[src/hdl/ttf_pkg.sv]
// ----------------------------------------------------------------------------
// ttf_pkg
// Shared widths, the vector type and Q1.14 rounding for the tangent frame.
// ----------------------------------------------------------------------------
`default_nettype none

package ttf_pkg;

	localparam int Q14_W   = 16;
	localparam int ONE_Q14 = 16384;
	localparam int M_W     = 30;
	localparam int SQ_W    = 2 * M_W;
	localparam int SUM_W   = 62;
	localparam int ROOT_W  = 31;
	localparam int QUO_W   = 15;
	localparam int REM_W   = 46;
	localparam int FRAC_W  = 14;
	localparam int PRD_W   = 2 * Q14_W;

	typedef logic [2:0][Q14_W-1:0] vec_t;

	// round half up from Q4.28 to Q1.14, then clamp
	function automatic logic [Q14_W-1:0] round_sat(input logic [PRD_W:0] x);
		logic signed [PRD_W+1:0] y;
		logic signed [PRD_W-FRAC_W+1:0] r;
		y = $signed({x[PRD_W], x}) + $signed((PRD_W+2)'(ONE_Q14 / 2));
		r = y[PRD_W+1:FRAC_W];
		if (r > $signed((PRD_W-FRAC_W+2)'(ONE_Q14)))
			return Q14_W'(ONE_Q14);
		else if (r < -$signed((PRD_W-FRAC_W+2)'(ONE_Q14)))
			return Q14_W'(-ONE_Q14);
		else
			return r[Q14_W-1:0];
	endfunction

endpackage

`default_nettype wire

[src/hdl/ttf_cross.sv]
// ----------------------------------------------------------------------------
// ttf_cross
// Two-stage Q1.14 cross product: products, then difference, round, clamp.
// A side word travels alongside unchanged.
// ----------------------------------------------------------------------------
`default_nettype none

module ttf_cross #(
	parameter int SW = 1
) (
	input  wire logic          clk,
	input  wire logic          arst_n,
	input  wire logic          vld,
	input  wire ttf_pkg::vec_t a,
	input  wire ttf_pkg::vec_t b,
	input  wire logic [SW-1:0] side,
	output logic               vld_out,
	output ttf_pkg::vec_t      o,
	output logic [SW-1:0]      side_out
);

	logic                            vld_s1;
	logic [SW-1:0]                   side_s1;
	logic [5:0][ttf_pkg::PRD_W-1:0]  p_s1;

	always_ff @(posedge clk or negedge arst_n) begin
		if (!arst_n) begin
			vld_s1  <= 1'b0;
			vld_out <= 1'b0;
		end else begin
			vld_s1  <= vld;
			vld_out <= vld_s1;
		end
	end

	always_ff @(posedge clk) begin
		side_s1 <= side;
		p_s1[0] <= $signed(a[1]) * $signed(b[2]);
		p_s1[1] <= $signed(a[2]) * $signed(b[1]);
		p_s1[2] <= $signed(a[2]) * $signed(b[0]);
		p_s1[3] <= $signed(a[0]) * $signed(b[2]);
		p_s1[4] <= $signed(a[0]) * $signed(b[1]);
		p_s1[5] <= $signed(a[1]) * $signed(b[0]);
	end

	always_ff @(posedge clk) begin
		side_out <= side_s1;
		for (int k = 0; k < 3; k++) begin
			o[k] <= ttf_pkg::round_sat({p_s1[2*k][ttf_pkg::PRD_W-1], p_s1[2*k]}
				- {p_s1[2*k+1][ttf_pkg::PRD_W-1], p_s1[2*k+1]});
		end
	end

endmodule

`default_nettype wire

[config.mk]
export PLATFORM = sky130hd
export DESIGN_NAME = ttf_cross
export DESIGN_NICKNAME = d
export VERILOG_FILES = /design/src/hdl/ttf_pkg.sv /design/src/hdl/ttf_cross.sv
export SDC_FILE = /design/constraint.sdc
export NUM_CORES = 2
export LEC_CHECK = 0
export ABC_CLOCK_PERIOD_IN_PS = 8100
export BUFFER_PORTS_ARGS = -buffer_cell sky130_fd_sc_hd__buf_2
export CORE_MARGIN = 5
export CORE_UTILIZATION = 25
export DETAILED_ROUTE_END_ITERATION = 7
export PLACE_DENSITY_LB_ADDON = 0.25
export SETUP_SLACK_MARGIN = 0.02
export SLEW_MARGIN = 15
export SYNTH_ARGS = -nofsm -noshare
export SYNTH_HDL_FRONTEND = slang
export SYNTH_SLANG_ARGS = --single-unit
export TNS_END_PERCENT = 5
[constraint.sdc]
create_clock -name clk -period 8.1 [get_ports clk]
set_input_delay 1.215 -clock clk [delete_from_list [all_inputs] [get_ports clk]]
set_output_delay 1.215 -clock clk [all_outputs]
set_load 0.01 [all_outputs]
# Word-level counts from Yosys, hierarchy flattened
# Cells that the tools add are included.
# op_classes
mux	3
n_reduce_logical	3
magnitude_cmp	6
mul	6
add_sub_neg	6
# op_table
cell	count
$mul 16x16->32	6
$add 33x15->34 const B	3
$sub 32x32->33	3
$gt 20x16->1 const B	3
$lt 20x15->1 const B	3
$mux 16	3
$reduce_or 2->1	3
# totals
in_bits	100
output_inout_bits	50
word_cells	40
register_bits	244

# Logic depth before layout (Yosys ltp)
# depth
depth_word	4
mapped_depth	26
mapped_depth_nobuf	25

# Least setup slack after synthesis
# No wires, ideal clock.
# synth_path
path_type	input to register
startpoint	input a[42] in the netlist's numbering
endpoint	register p_s1[94] in the netlist's numbering
path_stages	21
n_path_buf	1
arrival_ns	7.230
slack_ns	0.798
path_cell_list	clkbuf_1 nand2_1 fa_1 fa_1 fa_1 fa_1 inv_1 fa_1 fa_1 ha_1 and2_1 a311oi_1 o31ai_1 o31a_1 a221o_1 a41o_1 o311ai_1 nand2_1 a221o_1 a21oi_2 xnor2_1
# synth_between
elab_chain_len	1
# synth_rtl
item	line	source
start: declaration	ttf_cross.sv:14	input wire ttf_pkg::vec_t a,
$mul 16x16->32	ttf_cross.sv:40	p_s1[2] <= $signed(a[2]) * $signed(b[0]);
end: declaration	ttf_cross.sv:24	logic [5:0][ttf_pkg::PRD_W-1:0] p_s1;
# No other way between the ends.
# A chain may end at the register's enable or synchronous reset.

# Worst setup path after layout
# layout_path
startpoint	input b[1] in the netlist's numbering
endpoint	register p_s1[191] in the netlist's numbering
# layout_between
elab_chain_len	1
# layout_rtl
item	line	source
start: declaration	ttf_cross.sv:15	input wire ttf_pkg::vec_t b,
$mul 16x16->32	ttf_cross.sv:43	p_s1[5] <= $signed(a[1]) * $signed(b[0]);
# No other way between the ends.

==> flow_summary.toml <==
[logic_synthesis]
synth_cells = 7449
yosysTopAreaCellShare = 0.4563
yosys.area.top_type = "fa_1"
syn_area_per_cell_um2 = 9.260
synth_ff_type = "dfxtp_1"
synth_area_um2 = 68970
ys_async_sr_fraction = 0.008197
synth_area_leaders = "fa_1 (46%), ha_1 (12%), inv_1 (10%), and2_1 (7.0%), dfxtp_1 (7.0%)"
synthTopCellsByCount = "inv_1 (1,860), fa_1 (1,572), nand2_1 (795), and2_1 (776), ha_1 (678)"
yosysSeqAreaShare = 0.07096
yosysUniqueCellTypes = 83
synth-edff-count = 0
yosysWarnings = 0
syn-num-nets = 9799
ys_ff_latch = 244
yosysMostFrequentCell = "inv_1"

[worst_setup_path]
cp_data_required_time_ns = 8.57
crit_type = "in2reg"
end_kind = "flop"
arrival_ns = 7.87
reg2reg_to = "o[19]"
rrSetupSlack_ns = 3.15
reg2regPathDepth = 15
reg2reg_from = "p_s1[104]"
crit_fanout = 16
startpoint_type = "primary input"

[route]
vias = 48160
viasPerCell = 4.270
wl_um = 202900
drc = 0
post_drt_wl_per_cell_um = 17.99
firstDrtPassIters = 5
postRouteAntennaNets = 0
drtIter0Drc = 2471

[flow_run]
max_cap_viol_count = 0

[clock_network]
h-tree-depth = 2
cts-buffers-inserted = 38
clock_path_buffers = 3
root_buffer = "clkbuf_16"
clock_sinks = 244
clkTransAtPathRegs_ns = 0.06
post_cts_buffers = 0
ctsHoldBuffers = 0
clk-insertion-delay-late_ns = 0.62
postCtsResizedCells = 0
tritoncts = "built"

[timing]
drv_slew = 0
hold_viol = 0
slew_headroom = 0.4229
rsz0062_at_grt = "false"
fin_worst_skew_ns = 0.02355
setup_viol = 0
worst_slew_pin_slew_ns = 0.8548
max_freq_mhz = 135.1
timing.final.crit_period_ns = 7.402
tns_ns = 0
finalCritPeriodShare = 0.9138

[global_routing]
antenna_found_initial = 52
grt_pass1_vias = 53995
track_usage = 0.1457
grt_overflow = 0
grt_max_degree = 33
grt_pass1_wl_um = 321100

[floorplanning]
num_io_pins = 150
die_w_um = 535.3
die_y_um = 535.3
rows = 192
start_util = 0.2516
core_area_um2 = 274100
dieArea_um2 = 286500

[worst_hold_path]
whs_endpoint = "side_out"
min_from = "side_s1"
hold_depth = 0
holdCritPathClass = "reg2reg"

[finish]
drive_gt1_frac = 0.05813
multi_input_comb_area_um2 = 55990
seqCellArea_um2 = 4895
num-fill-cells = 29347
area_growth_syn_to_layout_pct = 10.45
finalNetCount = 9890

[outcome]
outcome = "completed"

[place]
dp_hpwl_um = 175200
portBuffers = 149
place_congestion = 0.8364
-- sequential cells by signal, indices dropped and copies added, names as in the netlist --
name and count:
vld_out 1, side_s1 1, vld_s1 1, side_out 1
o 48, p_s1 192
-- per-stage QoR --
step | hold WS, ns | utilization | std cells | setup slack, ns | instance area (um^2)
2_1_floorplan | 0.3096 | - | 7449 | 0.7975 | 68970
3_3_place_gp | 0.3100 | 0.2730 | 11186 | 0.03506 | 74840
3_5_place_dp | 0.3153 | 0.2730 | 11186 | 0.07811 | 74840
4_1_cts | 0.3220 | 0.2777 | 11255 | 0.7283 | 76120
5_1_grt | 0.3279 | 0.2778 | 11262 | 0.2902 | 76140
6_report | 0.3276 | 0.2779 | 11278 | 0.6983 | 76180
-- worst max-delay path, stage by stage --
cell,delay [ns]
buf_2,0.42
buf_4,0.23
nand2_1,0.07
fa_1,0.51
fa_1,0.47
fa_1,0.55
inv_1,0.06
fa_1,0.50
fa_1,0.50
inv_1,0.05
fa_1,0.48
inv_1,0.04
ha_1,0.30
and3_1,0.18
a221oi_1,0.35
o21ai_0,0.21
a221o_1,0.39
nor2b_1,0.18
o221ai_1,0.31
a21oi_1,0.20
a41oi_1,0.31
o21ai_0,0.16
xnor2_1,0.15
-- metal layers --
metal / vias to the layer above / share of wire / global-route usage
li1: 22161 / - / -
met1: 24793 / 0.43 / 0.1891
met2: 971 / 0.48 / 0.2489
met3: 223 / 0.052 / 0.02431
met4: 12 / 0.034 / 0.04324
met5: - / 0.00040 / 0
-- logic make-up (layout without fill, tap and decap cells) --
group                    count (synthesis)  count (layout)  synth area share
adder cells (fa/ha/maj)               2250            2250            0.5792
buffers and inverters                 2155            2275            0.1173
AND/OR/NAND/NOR                       1979            1979            0.1439
AO/OA/AOI/OAI                          552             552           0.05424
XOR/XNOR                               261             261           0.03314
flip-flops                             244             244           0.07096
multiplexers                             8               8          0.001179
other                                    0              23                 0
-- final cells by class --
cell class / instances / share of cell area
Timing Repair Buffer: 345 / 0.03091
Tap cell: 3686 / 0.06054
Multi-Input combinational cell: 5050 / 0.7350
Inverter: 1861 / 0.09169
Antenna cell: 23 / 0.0007555
Clock buffer: 45 / 0.01337
Sequential cell: 244 / 0.06425
Clock inverter: 24 / 0.003531
-- cell usage in the layout, fill, tap and decap left out, types with 11 or more instances in the layout --
| master | netlist | routed |
|---|---|---|
| inv_1 | 1860 | 1860 |
| fa_1 | 1572 | 1572 |
| nand2_1 | 795 | 795 |
| and2_1 | 776 | 776 |
| ha_1 | 678 | 678 |
| dfxtp_1 | 242 | 242 |
| xnor2_1 | 204 | 204 |
| buf_4 | 0 | 185 |
| nor2_1 | 174 | 174 |
| a21oi_1 | 169 | 169 |
| buf_2 | 1 | 149 |
| a21o_1 | 99 | 99 |
| o21ai_0 | 70 | 70 |
| xor2_1 | 57 | 57 |
| nand2b_1 | 50 | 50 |
| nand3_1 | 39 | 39 |
| clkbuf_16 | 0 | 39 |
| o21a_1 | 36 | 36 |
| o21bai_1 | 33 | 33 |
| nor3_1 | 29 | 29 |
| nor2b_1 | 28 | 28 |
| and3_1 | 26 | 26 |
| diode_2 | 0 | 23 |
| or3_1 | 13 | 13 |
| a31oi_1 | 12 | 12 |
| nand4_1 | 11 | 11 |
| buf_12 | 0 | 11 |
-- how the worst max path moves through the flow --
stage          startpoint        end  slack [ns]  cells past startpoint
2_1_floorplan       a[42]   p_s1[94]        0.80                     21
3_3_place_gp        b[20]   p_s1[63]        0.04                     23
3_5_place_dp         b[1]  p_s1[191]        0.08                     23
4_1_cts              b[1]  p_s1[191]        0.73                     23
5_1_grt              b[1]  p_s1[191]        0.29                     23
6_report             b[1]  p_s1[191]        0.70                     23
Power is left out: the tool's default activity adds up to more than one toggle a clock period on the data nets, which glitch-free logic cannot reach.
